<file path="config.mk">
export PLATFORM = sky130hd
export DESIGN_NAME = lhp_back
export DESIGN_NICKNAME = d
export VERILOG_FILES = /design/src/hw/rtl/lhp_pkg.sv /design/src/hw/rtl/lhp_back.sv
export SDC_FILE = /design/constraint.sdc
export NUM_CORES = 1
export LEC_CHECK = 0
export BUFFER_PORTS_ARGS = -buffer_cell sky130_fd_sc_hd__buf_2
export CORE_ASPECT_RATIO = 0.7
export CORE_MARGIN = 2
export CORE_UTILIZATION = 51
export DETAILED_ROUTE_END_ITERATION = 8
export GPL_ROUTABILITY_DRIVEN = 0
export GPL_TIMING_DRIVEN = 0
export HOLD_SLACK_MARGIN = 0.08
export PLACE_DENSITY_LB_ADDON = 0.08
export SLEW_MARGIN = 20
export SYNTH_ARGS = -nofsm -noshare
export SYNTH_HDL_FRONTEND = slang
export SYNTH_SLANG_ARGS = --single-unit
</file>
<file path="constraint.sdc">
create_clock -name clk -period 11.4 [get_ports clk]
set_input_delay 1.71 -clock clk [delete_from_list [all_inputs] [get_ports clk]]
set_output_delay 1.71 -clock clk [all_outputs]
set_load 0.005 [all_outputs]
</file>
<file path="src/hw/rtl/lhp_pkg.sv">
// ----------------------------------------------------------------------------
// lhp_pkg
// Types and constants shared by the Laplacian high-pass filter modules.
// ----------------------------------------------------------------------------
package lhp_pkg;

  localparam int unsigned CFG_WIDTH_W  = 12;
  localparam int unsigned CFG_HEIGHT_W = 16;
  localparam int unsigned CFG_INDEX_W  = 2;
  localparam int unsigned CFG_DATA_W   = 16;

  localparam logic [CFG_INDEX_W-1:0] CFG_IMAGE_WIDTH  = 2'd0;
  localparam logic [CFG_INDEX_W-1:0] CFG_IMAGE_HEIGHT = 2'd1;

  localparam logic [CFG_WIDTH_W-1:0]  WIDTH_RESET  = 12'd640;
  localparam logic [CFG_HEIGHT_W-1:0] HEIGHT_RESET = 16'd480;

  // floor(s / 3) == (s * 683) >> 11 for s <= 765
  localparam logic [9:0] DIV3_MUL   = 10'd683;
  localparam int unsigned DIV3_SHIFT = 11;

  localparam int unsigned JOB_DEPTH = 4;
  localparam int unsigned JOB_AW    = $clog2(JOB_DEPTH);
  localparam int unsigned JOB_CW    = $clog2(JOB_DEPTH + 1);

  typedef struct packed {
    logic [7:0] red;
    logic [7:0] green;
    logic [7:0] blue;
  } in_beat_t;

  typedef struct packed {
    logic [7:0]  filtered;
    logic [10:0] column;
    logic [15:0] row;
    logic        last_pixel;
  } out_beat_t;

  typedef struct packed {
    logic [7:0]  centre;
    logic [7:0]  north;
    logic [7:0]  south;
    logic [7:0]  west;
    logic [7:0]  east;
    logic [10:0] column;
    logic [15:0] row;
    logic        last_pixel;
  } lhp_job_t;

endpackage

</file>
<file path="src/hw/rtl/lhp_back.sv">
// ----------------------------------------------------------------------------
// lhp_back
// Laplacian kernel, clamp to 0..255 and the result output register.
// ----------------------------------------------------------------------------
module lhp_back (
  input  logic                  clk,
  input  logic                  rst_n,
  input  logic                  job_empty,
  input  lhp_pkg::lhp_job_t     job_data,
  output logic                  job_pop,
  output logic                  out_empty,
  input  logic                  out_pop,
  output lhp_pkg::out_beat_t    out_data
);

  logic                  out_vld_r;
  lhp_pkg::out_beat_t    out_data_r;
  logic [11:0]           lap;
  logic [7:0]            clamped;

  assign job_pop   = ~job_empty & (~out_vld_r | out_pop);
  assign out_empty = ~out_vld_r;
  assign out_data  = out_data_r;

  always_comb begin
    lap = {2'b00, job_data.centre, 2'b00}
        - 12'(job_data.north) - 12'(job_data.south)
        - 12'(job_data.west)  - 12'(job_data.east);
    if (lap[11]) begin
      clamped = 8'd0;
    end else if (|lap[10:8]) begin
      clamped = 8'hFF;
    end else begin
      clamped = lap[7:0];
    end
  end

  always_ff @(posedge clk) begin
    if (!rst_n) begin
      out_vld_r <= 1'b0;
    end else if (job_pop) begin
      out_vld_r <= 1'b1;
    end else if (out_pop) begin
      out_vld_r <= 1'b0;
    end
  end

  always_ff @(posedge clk) begin
    if (job_pop) begin
      out_data_r.filtered   <= clamped;
      out_data_r.column     <= job_data.column;
      out_data_r.row        <= job_data.row;
      out_data_r.last_pixel <= job_data.last_pixel;
    end
  end

endmodule
</file>
Word level (Yosys, flattened, before mapping)
Index checks and enable logic that the tools add are counted.
{"block": "word_totals", "in_bits": 72, "output_inout_bits": 38, "ff_bits": 37}
{"block": "classes", "n_bitwise": 4, "reduce_logical": 2, "mux": 3, "n_addsub": 4}
{"cell": "subtractor 12 x 8 -> 12 bit", "count": 2}
{"cell": "subtractor 11 x 9 -> 12 bit", "count": 1}
{"cell": "subtractor 10 x 8 -> 11 bit", "count": 1}
{"cell": "2-to-1 mux 8 bit", "count": 1}
{"cell": "OR reduction 3 bit", "count": 1}
{"cell": "2-to-1 mux 1 bit", "count": 2}
{"cell": "inverter 1 bit", "count": 2}
{"cell": "nonzero test 2 bit", "count": 1}
{"cell": "AND 1 bit", "count": 1}
{"cell": "OR 1 bit", "count": 1}

Logic depth before layout (Yosys ltp)
{"block": "depth", "depth_word": 6, "depth_mapped": 18}

Worst setup path after synthesis
No wires, ideal clock.
{"block": "synth_timing", "path_kind": "in2reg", "startpoint": "input job_data[54] in the netlist's numbering", "endpoint": "register out_data_r, in the netlist out_data[28], data pin", "stages": 17, "required_time_ns": 11.146, "slack_ns": 6.100, "setup_ns": 0.254, "arrival_ns": 5.046, "path_cell_list": "inv_1 > ha_1 > nor3b_1 > o21a_1 > o21ai_0 > a21oi_1 > nor2_1 > xor2_1 > fa_1 > inv_1 > ha_1 > and3_1 > a311o_2 > mux2i_1 > or3_1 > buf_6 > o21a_1"}
{"block": "synth_between", "elab_chain_cells": 6}
{"item": "start: declaration", "line_no": "lhp_back.sv:9", "rtl": "input lhp_pkg::lhp_job_t job_data,"}
{"item": "subtractor 10 x 8 -> 11 bit (*)", "line_no": "lhp_back.sv:27", "rtl": "- 12'(job_data.north) - 12'(job_data.south)"}
{"item": "subtractor 11 x 9 -> 12 bit (*)", "line_no": "lhp_back.sv:27"}
{"item": "subtractor 12 x 8 -> 12 bit (*) (2 in series)", "line_no": "lhp_back.sv:28", "rtl": "- 12'(job_data.west) - 12'(job_data.east);"}
{"item": "OR reduction 3 bit", "line_no": "lhp_back.sv:31", "rtl": "end else if (|lap[10:8]) begin"}
{"item": "2-to-1 mux 8 bit", "line_no": "lhp_back.sv:31"}
{"item": "end: declaration", "line_no": "lhp_back.sv:17", "rtl": "lhp_pkg::out_beat_t out_data_r;"}
Mark *: on every way between the ends. The rest lies on a longest branch, timed or not.
A chain may end at the register's enable or synchronous reset.

Final worst setup path
{"block": "layout_timing", "startpoint": "input job_data[54] in the netlist's numbering", "endpoint": "register out_data_r, in the netlist out_data[31], data pin"}
Same word-level chain as after synthesis.

==> out/qor.csv <==
stage,metric,value,unit
worst_setup_path,arrival,5580,ps
placement,portBuffers,109,
timing,setup_tns,0,ps
worst_setup_path,critical_path.startpoint,job_data[54],
clocking,numCtsBuffers,5,
placement,dp_cells,386,
detailed_routing,drt_first_pass_iters,4,
placement,dpl_cell_area,0.003132,mm²
yosys,syn_area,0.002480,mm²
layout,nNetsFinal,442,
min_path,hold_class,reg2reg,
clocking,cts_resized,0,
detailed_routing,wire_per_inst,11.77,µm
floorplan,die_x,87.35,µm
timing,fin_worst_skew,2.876,ps
global_routing,antenna_found_initial,0,
yosys,ys_async_sr_fraction,0,
clocking,cts_tree,built,
detailed_routing,drt-total-wl,4636,µm
timing,period_share,0.4858,
timing,finalSetupViolCount,0,
global_routing,grt_pass1_vias,1825,
yosys,ys_seq_area_frac,0.4440,
global_routing,gr-total-overflow,0,
worst_setup_path,critPathKind,in2reg,
clocking,clockBufferDepth,2,
floorplan,die_h,62.34,µm
yosys,synth-edff-count,36,
floorplan,num_rows,21,
clocking,clkTransAtPathRegs,70,ps
detailed_routing,vias,1896,
worst_setup_path,path_max_fanout,8,
timing,fin_crit,5538,ps
run,maxCapViolations,0,
clocking,cts_setup_buffers,0,
timing,fmax,0.1806,GHz
timing,rsz0062_at_grt,false,
yosys,syn-num-nets,325,
layout,fillers,398,
global_routing,grt_pass1_wl,7886,µm
yosys,avgSynthCellArea,11.32,µm²
layout,instances_no_fill,394,
placement,hpwl,3827,µm
worst_setup_path,r2r_end,out_data[25]$_DFFE_PP_,
pwr,leakage,1.637,nW
worst_setup_path,reg2reg_from,out_vld_r$_SDFFE_PN0P_,
clocking,root_buffer,clkbuf_8,
layout,layout-area-overhead-vs-synth,29.52,%
clocking,insertion_delay,280,ps
detailed_routing,drc,0,
pwr,power_density,151.9,mW/mm²
timing,tightest_slew,492.5,ps
clocking,hold_buffers,0,
detailed_routing,viasPerCell,4.812,
layout,layout-drive-gt1-share,0.3680,
min_path,hold_depth,2,
detailed_routing,drt-initial-drc-count,43,
floorplan,coreArea,0.004730,mm²
timing,setup_slack,5862,ps
timing,hold_viol,0,
worst_setup_path,cp.required,11440,ps
global_routing,grt_usage,0.1839,
worst_setup_path,reg2reg_depth,3,
worst_setup_path,cp-end-kind,flop,
placement,dpl_worst_slack,5671,ps
yosys,synth-seq-cells,37,
yosys,yosys_warnings,0,
worst_setup_path,crit_path_start_kind,input port,
layout,num_antenna_cells,0,
yosys,synthCells,219,
global_routing,grt_max_degree,27,
floorplan,die_area,0.005445,mm²
status,status,finished clean,
clocking,ctsHtreeMaxLevel,2,
min_path,min_to,out_vld_r$_SDFFE_PN0P_,
clocking,clock-sinks,37,
timing,slew_headroom,0.6682,
yosys,synth_cell_type_count,40,
min_path,hp-start,out_vld_r$_SDFFE_PN0P_,
floorplan,initial_core_util,0.5243,
timing,hold_ws,522.1,ps
pwr,irDropWorstVdd,0.09209,mV
timing,final_max_slew_viol_count,0,
floorplan,num_io_pins,110,
detailed_routing,postRouteAntennaNets,0,
worst_setup_path,r2r_slack,10080,ps
yosys,ys.flop_type,edfxtp_1,
layout,postLayoutCellArea,0.003212,mm²
critical path: stages:
cell     delay [ps]
buf_2            70
inv_1            30
ha_1            320
nor3b_1         170
o21a_1          180
o21ai_0         410
a21oi_1         200
nor2_1          150
xor2_1           90
fa_1            490
inv_1            40
ha_1            350
and3_1          180
a311o_2         410
mux2i_1         130
or3_1           320
buf_6           150
o21a_1          180
synthesized netlist by cell type (2+ instances only):
library cell	n	area share
or4_1	2	0.0061
nand3_1	3	0.0061
ha_1	19	0.096
nand2_1	3	0.0045
o21a_1	9	0.027
edfxtp_1	36	0.44
fa_1	15	0.12
a31oi_1	2	0.0050
a21oi_1	8	0.016
inv_1	60	0.091
xor2_1	5	0.018
a21o_1	3	0.0091
or3_1	2	0.0050
nand2b_1	3	0.0076
a21o_2	2	0.0071
nor3_1	2	0.0040
o21ai_0	7	0.014
mux2i_1	2	0.0081
xnor2_1	10	0.035
nor2_1	6	0.0091
flip-flops by register name, summed over array words and instances, names as in the netlist:
signal,cells
out_vld_r,1
out_data,36
metrics by stage:
step | utilization | power (mW)
finish | 0.6791 | 0.4880
global placement | 0.6548 | 0.4003
global route | 0.6791 | 0.5323
detailed placement | 0.6622 | 0.4063
floorplan | - | 0.3457
CTS | 0.6791 | 0.4931
final cells by class:
| class | instances | area (µm²) | area share |
|---|---|---|---|
| Sequential cell | 37 | 1101 | 0.3428 |
| Tap cell | 57 | 71.32 | 0.02220 |
| Multi-Input combinational cell | 121 | 1150 | 0.3580 |
| Timing Repair Buffer | 110 | 573.1 | 0.1784 |
| Buffer | 1 | 11.26 | 0.003506 |
| Inverter | 60 | 225.2 | 0.07012 |
| Clock buffer | 8 | 80.08 | 0.02493 |
worst max path at each step:
stage          cells past startpoint  slack, ps                         end
2_1_floorplan                     17       6100  out_data[28]$_SDFFCE_PP0P_
3_3_place_gp                       4       5220                     job_pop
3_5_place_dp                      18       5670  out_data[30]$_SDFFCE_PP0P_
4_1_cts                           18       5950  out_data[30]$_SDFFCE_PP0P_
5_1_grt                           18       5690  out_data[30]$_SDFFCE_PP0P_
6_report                          18       5860  out_data[31]$_SDFFCE_PP0P_
cells by family (layout without fill, tap and decap cells):
kind of cell    count (synthesis)  count (layout)  synth area share
buf+inv                        61             179           0.09536
simple gates                   27              27           0.05904
compound gates                 43              43            0.1236
flops                          37              37            0.4440
mux                             2               2          0.008073
xor+xnor                       15              15           0.05297
fa+ha+maj                      34              34            0.2170
report_power, final:
part           internal, mW  switching (mW)
clock network        0.0434          0.0413
logic                 0.110           0.121
registers             0.169         0.00322
cell usage in the layout (no fill, tap or decap), types with 2 or more instances in the layout:
cell type,n
a21o_1,3
a21o_2,2
a21oi_1,8
a31oi_1,2
buf_2,109
clkbuf_1,3
clkbuf_8,5
edfxtp_1,36
fa_1,15
ha_1,19
inv_1,60
mux2i_1,2
nand2_1,3
nand2b_1,3
nand3_1,3
nor2_1,6
nor3_1,2
o21a_1,9
o21ai_0,7
or3_1,2
or4_1,2
xnor2_1,10
xor2_1,5
per-layer routing:
metal / routed length (µm) / track usage / part of all wire
met2: 2085 / 0.2813 / 0.45
met4: 31 / 0.05385 / 0.0067
met3: 275 / 0.04787 / 0.059
met1: 2244 / 0.2593 / 0.48
met5: 0 / 0 / 0
No activity file was read; power rests on OpenSTA's default activity.
