$ cat src/hw/rtl/lhp_pkg.sv
// ----------------------------------------------------------------------------
// lhp_pkg
// Types and constants shared by the Laplacian high-pass filter modules.
// ----------------------------------------------------------------------------
package lhp_pkg;

  localparam int unsigned CFG_WIDTH_W  = 12;
  localparam int unsigned CFG_HEIGHT_W = 16;
  localparam int unsigned CFG_INDEX_W  = 2;
  localparam int unsigned CFG_DATA_W   = 16;

  localparam logic [CFG_INDEX_W-1:0] CFG_IMAGE_WIDTH  = 2'd0;
  localparam logic [CFG_INDEX_W-1:0] CFG_IMAGE_HEIGHT = 2'd1;

  localparam logic [CFG_WIDTH_W-1:0]  WIDTH_RESET  = 12'd640;
  localparam logic [CFG_HEIGHT_W-1:0] HEIGHT_RESET = 16'd480;

  // floor(s / 3) == (s * 683) >> 11 for s <= 765
  localparam logic [9:0] DIV3_MUL   = 10'd683;
  localparam int unsigned DIV3_SHIFT = 11;

  localparam int unsigned JOB_DEPTH = 4;
  localparam int unsigned JOB_AW    = $clog2(JOB_DEPTH);
  localparam int unsigned JOB_CW    = $clog2(JOB_DEPTH + 1);

  typedef struct packed {
    logic [7:0] red;
    logic [7:0] green;
    logic [7:0] blue;
  } in_beat_t;

  typedef struct packed {
    logic [7:0]  filtered;
    logic [10:0] column;
    logic [15:0] row;
    logic        last_pixel;
  } out_beat_t;

  typedef struct packed {
    logic [7:0]  centre;
    logic [7:0]  north;
    logic [7:0]  south;
    logic [7:0]  west;
    logic [7:0]  east;
    logic [10:0] column;
    logic [15:0] row;
    logic        last_pixel;
  } lhp_job_t;

endpackage

$ cat src/hw/rtl/lhp_queue.sv
// ----------------------------------------------------------------------------
// lhp_queue
// Short job queue between the window front end and the filter back end.
// ----------------------------------------------------------------------------
module lhp_queue (
  input  logic                          clk,
  input  logic                          rst_n,
  input  logic                          push,
  input  lhp_pkg::lhp_job_t             push_data,
  input  logic                          pop,
  output lhp_pkg::lhp_job_t             pop_data,
  output logic                          empty,
  output logic [lhp_pkg::JOB_CW-1:0]    count
);

  lhp_pkg::lhp_job_t               slot_r [lhp_pkg::JOB_DEPTH];
  logic [lhp_pkg::JOB_AW-1:0]      wp_r;
  logic [lhp_pkg::JOB_AW-1:0]      rp_r;
  logic [lhp_pkg::JOB_CW-1:0]      cnt_r;
  logic                            do_pop;

  assign empty    = (cnt_r == '0);
  assign count    = cnt_r;
  assign pop_data = slot_r[rp_r];
  assign do_pop   = pop & ~empty;

  always_ff @(posedge clk) begin
    if (!rst_n) begin
      wp_r  <= '0;
      rp_r  <= '0;
      cnt_r <= '0;
    end else begin
      if (push) begin
        wp_r <= wp_r + 1'b1;
      end
      if (do_pop) begin
        rp_r <= rp_r + 1'b1;
      end
      if (push && !do_pop) begin
        cnt_r <= cnt_r + 1'b1;
      end else if (!push && do_pop) begin
        cnt_r <= cnt_r - 1'b1;
      end
    end
  end

  always_ff @(posedge clk) begin
    if (push) begin
      slot_r[wp_r] <= push_data;
    end
  end

endmodule

$ cat config.mk
export PLATFORM = sky130hd
export DESIGN_NAME = lhp_queue
export DESIGN_NICKNAME = d
export VERILOG_FILES = /design/src/hw/rtl/lhp_pkg.sv /design/src/hw/rtl/lhp_queue.sv
export SDC_FILE = /design/constraint.sdc
export NUM_CORES = 1
export LEC_CHECK = 0
export ABC_CLOCK_PERIOD_IN_PS = 7200
export BUFFER_PORTS_ARGS = -buffer_cell sky130_fd_sc_hd__buf_2
export CORE_MARGIN = 2
export CORE_UTILIZATION = 61
export DETAILED_ROUTE_END_ITERATION = 6
export PLACE_DENSITY = 0.84
export SLEW_MARGIN = 20
export SYNTH_ARGS = -nofsm -noshare
export SYNTH_HDL_FRONTEND = slang
export SYNTH_SLANG_ARGS = --single-unit
$ cat constraint.sdc
create_clock -name clk -period 7.2 [get_ports clk]
set_input_delay 1.44 -clock clk [delete_from_list [all_inputs] [get_ports clk]]
set_output_delay 1.44 -clock clk [all_outputs]
set_load 0.05 [all_outputs]
Word-level counts from Yosys, hierarchy flattened
Memories as Yosys holds them, arrays and structs flattened. A register that Yosys moved wholly into a read port is not among the register bits. Cells that the tools add are included.

Output and inout bits: 72. Memories: 1. Word-level logic and storage cells: 22. Register bits after elaboration: 7. Bits of input ports: 72. Bits in writable memories: 272.

Memories: slot_r (words 4, bits a word 68, read ports 1, clocked after Yosys merged registers in 1, write ports 1, line lhp_queue.sv:16) `lhp_pkg::lhp_job_t slot_r [lhp_pkg::JOB_DEPTH];`.

Bitwise logic cells: 2. Reduce and logical (&&, ||, !) cells: 6. Add/sub/neg operators: 4. Mux-type cells: 6.

Operator list (number): $mux W3 (2); $add A2 B1 Y2 const B (2); $mux W2 (2); $add A3 B1 Y3 const B (1); $logic_not A3 Y1 (1); $sub A3 B1 Y3 const B (1); $logic_and A1 B1 Y1 (2); $logic_not A1 Y1 (2); $mux W1 (2); $reduce_bool A2 Y1 (1); $and A1 B1 Y1 (1); $not A1 Y1 (1).

Logic depth before layout (Yosys ltp)
Gate-level depths: netlist (run 1).

Depth after elaboration: 6. Gate-level depth with buffers: 7. Depth with buffers taken out: 7.

Least setup slack after synthesis (run 1)
Ideal clock, no wire load.

Kind: in2reg. Start: in push. End: mem slot_r[0][0] (netlist bit) (enable). Library setup time: 0.433 ns. Slack: 3.731 ns. Required time: 6.767 ns. Arrival time: 3.036 ns. Buffers on the path: 0. Stages: 1. Cells stage by stage: and2_1.

Word-level cells in the longest chain between the ends: 2.

Ends and longest elaborated chain: start: declaration (line lhp_queue.sv:8) `input logic push,`; $mux W1 (line lhp_queue.sv:48) `if (push) begin`; $mux W1 (implied by the code) (line lhp_queue.sv:49) `slot_r[wp_r] <= push_data;`; end: declaration (line lhp_queue.sv:16).

No other way between the ends.

==> results.sh, run 1 <==
export IMPL_place_gp_congestion=0.690
export IMPL_clock_sinks=281
export IMPL_rsz0062_at_grt="no"
export IMPL_num_rows=47
export IMPL_path_cells="buf_4, mux4_2, buf_2"
export IMPL_final_setup_viol_count=0
export IMPL_fin_util_pct=72.7
export IMPL_min_period_ns=4.31
export IMPL_syn_avg_cell_area_um2=25.8
export IMPL_critPathRequiredTime_ns=5.76
export IMPL_die_width_um=134
export IMPL_ff2ff_setup_slack_ns=4.99
export IMPL_ys_ff_latch=281
export IMPL_antenna_found_initial=2
export IMPL_cts_hold_buffers=0
export IMPL_worst_pin_slew_ns=1.07
export IMPL_fill_cells=948
export IMPL_clockPowerShare_pct=29.1
export IMPL_power_uw=4620
export IMPL_cpPeakStageDelay_ns=0.79
export IMPL_fmax_ghz=0.232
export IMPL_fin_skew_ns=0.00543
export IMPL_vdd_drop_max_mv=0.291
export IMPL_ys_seq_area_share_pct=81.2
export IMPL_die_height_um=134
export IMPL_reg2reg_depth=7
export IMPL_period_share_pct=59.9
export IMPL_final_common_cell="edfxtp_1"
export IMPL_whs_ns=0.581
export IMPL_crit_fanout=35
export IMPL_cp_slowest_cell="dfxtp_4"
export IMPL_comb_power_share_pct=27.5
export IMPL_min_path_type="flip-flop to flip-flop"
export IMPL_dpl_hpwl_um=10300
export IMPL_drt_antenna_violating_nets=0
export IMPL_drtPass1Iterations=5
export IMPL_synth_fp_nets=476
export IMPL_grtUsageTotal_pct=21.2
export IMPL_drc=0
export IMPL_grt_pass1_vias=4889
export IMPL_netSwitchingFraction_pct=32.8
export IMPL_placed_area_mm2=0.0112
export IMPL_setup_tns_ns=0
export IMPL_cts_buffer_depth=3
export IMPL_mappedNetlistArea_mm2=0.0103
export IMPL_route_final_wire_length_um=18700
export IMPL_seq_power_share_pct=43.4
export IMPL_intPower_uw=3100
export IMPL_clk_pin_slew_worst_paths_ns=0.06
export IMPL_synth_top_area_share_pct=79.4
export IMPL_cts_tree="done"
export IMPL_status="finished clean"
export IMPL_final_cell_mix="272 x edfxtp_1, 143 x buf_2, 68 x mux4_2"
export IMPL_grt_met3_usage_pct=4.16
export IMPL_stdcell_area_mm2=0.0120
export IMPL_clkLatencyLatePin_ns=0.51
export IMPL_clockRootBuffer="clkbuf_16"
export IMPL_syn_to_final_growth_pct=16.8
export IMPL_grt_util_met1_pct=29.3
export IMPL_synth_top_cell_by_area="edfxtp_1"
export IMPL_ios=144
export IMPL_arrival_ns=2.87
export IMPL_ys_types=22
export IMPL_initial_core_util_pct=62.2
export IMPL_fin_nets=633
export IMPL_ys_top_cells_by_area="edfxtp_1 79%, mux4_2 15%, dfxtp_1 1.8%"
export IMPL_worstReg2RegEnd="count[2]"
export IMPL_ctsResizeCount=0
export IMPL_drt_initial_drc_count=302
export IMPL_drive_gt1_share_pct=44.1
export IMPL_reg2reg_from="count[1]"
export IMPL_port_buffers=143
export IMPL_start_kind="flip-flop"
export IMPL_gr_usage_met2_pct=35.6
export IMPL_maxCapViolCount=0
export IMPL_grt_overflow=0
export IMPL_crit_end="pop_data[62]"
export IMPL_wire_per_inst_um=23.5
export IMPL_yosys_warnings=0
export IMPL_top_usage_layer="met2"
export IMPL_cts_buffers=27
export IMPL_drv_slew=0
export IMPL_dieArea_mm2=0.0179
export IMPL_grt_max_degree=69
export IMPL_grt_first_pass_wirelength_um=28000
export IMPL_hold_viol_final=0
export IMPL_endpoint_kind="output port"
export IMPL_via_count=4654
export IMPL_criticalPathCategory="flip-flop to output port"
export IMPL_p_switching_uw=1510
export IMPL_leakagePower_uw=0.00404
export IMPL_powerDensity_mw_per_mm2=384
export IMPL_synthCells=398
export IMPL_postCtsSetupRepairBufs=0
export IMPL_core_mm2=0.0165
export IMPL_via_per_inst=5.85
export IMPL_htree_num_levels=1
export IMPL_maxSlewHeadroom_pct=29.0
==> power by group through the flow <==
| stage | logic (µW) | registers, µW | clock network (µW) |
|---|---|---|---|
| 2_1_floorplan | 1120 | 1970 | 0 |
| 3_3_place_gp | 1260 | 2030 | 0 |
| 3_5_place_dp | 1280 | 2040 | 0 |
| 4_1_cts | 1290 | 2010 | 1370 |
| 5_1_grt | 1320 | 2020 | 1430 |
| 6_report | 1270 | 2000 | 1340 |
==> cells in the mapped netlist <==
cell type and n:
edfxtp_1 272, mux4_2 68, and2_1 9, dfxtp_1 9, ha_1 5, buf_2 4
buf_4 4, clkbuf_1 4, buf_12 3, inv_1 3, xnor2_1 3, mux2i_1 2
nor2b_1 2, xor2_1 2, a21boi_0 1, buf_6 1, fa_1 1, nor3_1 1
o21ai_0 1, o311ai_0 1, o31ai_1 1, or3_1 1
==> critical path: cells and delay by family, from the launching register on <==
kind / cells / cell delay [ns]
buffers and inverters: 2 / 0.90
flip-flops: 1 / 0.79
multiplexers: 1 / 0.62
==> cell families after synthesis <==
logic type,count (synthesis),synth area share (%)
DFF,281,81.2
muxes,70,15.1
buffers and inverters,19,1.44
and+or+nand+nor,13,0.779
adders and majority gates,6,0.803
xor gates and xnor gates,5,0.426
AOI/OAI and AO/OA,4,0.280
==> per-stage QoR <==
step                      worst slack [ns]  std cells
after CTS                             2.76        794
after global placement                3.32        746
after floorplan                       3.73        398
after detailed placement              3.34        746
after global routing                  2.62        794
final                                 2.89        795
==> registers in the layout, summed over array words and instances, names as in the netlist, named ones only <==
register / flops
count: 3
rp_r: 2
slot_r: 272
wp_r: 2
==> per-layer routing <==
metal,up-vias,part of all wire (%)
met3,31,7.9
met4,0,1.8
li1,2017,-
met1,2405,39
met5,-,0
met2,201,52
==> layout make-up <==
class,count,area [µm²],area share [%]
Sequential cell,281,8360,69.5
Multi-Input combinational cell,98,1800,15.0
Timing Repair Buffer,144,723,6.02
Clock buffer,34,702,5.84
Tap cell,220,275,2.29
Clock inverter,14,148,1.23
Inverter,3,11.3,0.0937
Antenna cell,1,2.50,0.0208
==> worst min-delay path by stage <==
stage	start	to	slack, ns	cells past startpoint
6_report	count[2]	count[2]	0.58	2
5_1_grt	count[2]	count[2]	0.61	2
4_1_cts	count[2]	count[2]	0.58	2
3_5_place_dp	count[2]	count[2]	0.57	2
3_3_place_gp	count[2]	count[2]	0.52	2
2_1_floorplan	wp_r[1]	wp_r[1]	0.53	2
(Power assumes the default switching activity.)
==> inputs of run 2 (changes only) <==
- ABC_CLOCK_PERIOD_IN_PS: 7200 -> 3800
- CORE_UTILIZATION: 61 -> 51
- PLACE_DENSITY: 0.84 -> 0.75
- clock period: 7.2 -> 3.8 ns (I/O delays scaled with it)
==> run 2 against run 1 <==
  * Routed wire length fell by 3.1%
  * Worst setup slack lost 2.2 ns
  * Core utilization shrank 11 points
  * Critical endpoint is now pop_data[6]
  * Largest power group unchanged
  * First-iteration DRC count fell by 14%
  * Clock-buffer cell count up 1
  * Die area grew 19%
  * Critical path depth unchanged
  * Global-route usage decreased by 4.2 points
  * Critical path type unchanged
  * Register-to-register slack lost 3.4 ns
  * Sequential share of layout area shrank 1.1 points
==> results.sh, run 2 (same netlist as run 1, synthesis figures left out) <==
export IMPL_status="finished clean"
export IMPL_stdcell_area_mm2=0.0122
export IMPL_via_count=4605
export IMPL_wire_per_inst_um=21.5
export IMPL_endpoint_kind="output port"
export IMPL_postCtsSetupRepairBufs=0
export IMPL_via_per_inst=5.45
export IMPL_powerDensity_mw_per_mm2=740
export IMPL_min_path_type="input pin to flip-flop"
export IMPL_core_mm2=0.0197
export IMPL_drive_gt1_share_pct=45.3
export IMPL_fmax_ghz=0.321
export IMPL_drt_initial_drc_count=259
export IMPL_clkLatencyLatePin_ns=0.53
export IMPL_regArea_mm2=0.00836
export IMPL_dpl_hpwl_um=10200
export IMPL_arrival_ns=2.35
export IMPL_min_period_ns=3.11
export IMPL_route_final_wire_length_um=18100
export IMPL_htree_num_levels=1
export IMPL_netSwitchingFraction_pct=32.1
export IMPL_place_gp_congestion=0.688
export IMPL_drtPass1Iterations=4
export IMPL_fill_cells=1388
export IMPL_final_setup_viol_count=0
export IMPL_ff2ff_setup_slack_ns=1.61
export IMPL_comb_power_share_pct=27.2
export IMPL_num_rows=51
export IMPL_regMostFlops="slot_r"
export IMPL_worst_pin_slew_ns=1.05
export IMPL_clockRootBuffer="clkbuf_16"
export IMPL_die_height_um=146
export IMPL_period_share_pct=81.9
export IMPL_syn_to_final_growth_pct=18.8
export IMPL_start_kind="flip-flop"
export IMPL_setup_tns_ns=0
export IMPL_die_width_um=146
export IMPL_port_buffers=143
export IMPL_hold_viol_final=0
export IMPL_antenna_found_initial=2
export IMPL_clockPowerShare_pct=31.2
export IMPL_cts_buffers=28
export IMPL_intPower_uw=6140
export IMPL_clock_sinks=281
export IMPL_multi_input_area_mm2=0.00180
export IMPL_final_cell_mix="272 x edfxtp_1, 143 x buf_2, 68 x mux4_2"
export IMPL_rsz0062_at_grt="no"
export IMPL_cpPeakStageDelay_ns=0.64
export IMPL_seq_power_share_pct=41.6
export IMPL_cp_slowest_cell="dfxtp_4"
export IMPL_whs_ns=0.443
export IMPL_ctsResizeCount=0
export IMPL_path_cells="buf_12, mux4_2, buf_2"
export IMPL_preCtsSetupSlack_ns=1.18
export IMPL_placed_area_mm2=0.0112
export IMPL_initial_core_util_pct=52.3
export IMPL_cts_hold_buffers=0
export IMPL_grt_overflow=0
export IMPL_maxCapViolCount=0
export IMPL_crit_fanout=35
export IMPL_largest_reg_flops=272
export IMPL_fin_skew_ns=0.0143
export IMPL_criticalPathCategory="flip-flop to output port"
export IMPL_dieArea_mm2=0.0213
export IMPL_drc=0
export IMPL_grt_max_degree=69
export IMPL_final_common_cell="edfxtp_1"
export IMPL_p_switching_uw=2900
export IMPL_cts_buffer_depth=3
export IMPL_grt_first_pass_wirelength_um=27900
export IMPL_maxSlewHeadroom_pct=29.8
export IMPL_clk_pin_slew_worst_paths_ns=0.06
export IMPL_fin_ws_ns=0.687
export IMPL_grtUsageTotal_pct=17.0
export IMPL_drv_slew=0
export IMPL_grt_pass1_vias=5054
export IMPL_fin_nets=635
export IMPL_ios=144
export IMPL_vdd_drop_max_mv=0.392
export IMPL_leakagePower_uw=0.00412
export IMPL_critPathRequiredTime_ns=3.04
export IMPL_drt_antenna_violating_nets=0
export IMPL_cts_tree="done"
run 2: final timing paths:
path,endpoint,from,depth (start not counted)
worst max-delay path,pop_data[6],flip-flop,3
worst min-delay path,slot_r[2][42],push_data[42],1
worst max register to register,count[2],count[1],7
worst min register to register,count[2],count[2],2
run 2: metrics by stage:
step | cells | util [%] | total power (µW)
6_report | 845 | 62.1 | 9040
3_3_place_gp | 792 | 57.2 | 6290
3_5_place_dp | 792 | 57.2 | 6320
4_1_cts | 844 | 62.1 | 9150
5_1_grt | 844 | 62.1 | 9360
2_1_floorplan | 398 | - | 5840
run 2: area by class of cell:
cell class                      instances  share of cell area (%)
Clock inverter                         17                    1.76
Timing Repair Buffer                  145                    6.09
Antenna cell                            1                  0.0205
Inverter                                3                  0.0922
Multi-Input combinational cell         98                    14.7
Tap cell                              265                    2.71
Sequential cell                       281                    68.4
Clock buffer                           35                    6.20
run 2: worst max-delay path: cells and delay by family (launching register included):
family / cells / cell delay (ns)
mux: 1 / 0.57
buf+inv: 2 / 0.58
flops: 1 / 0.64
run 2: power groups by stage:
stage	Sequential, µW	Combinational, µW	Clock (µW)
5_1_grt	3790	2570	3000
3_3_place_gp	3820	2470	0
4_1_cts	3770	2500	2890
6_report	3760	2460	2820
3_5_place_dp	3830	2490	0
2_1_floorplan	3720	2120	0
run 2: layer usage:
metal	routed length [µm]	GRT usage [%]
met1	7270	21.9
met2	9460	30.0
met3	1150	3.67
met4	247	3.59
met5	13	0
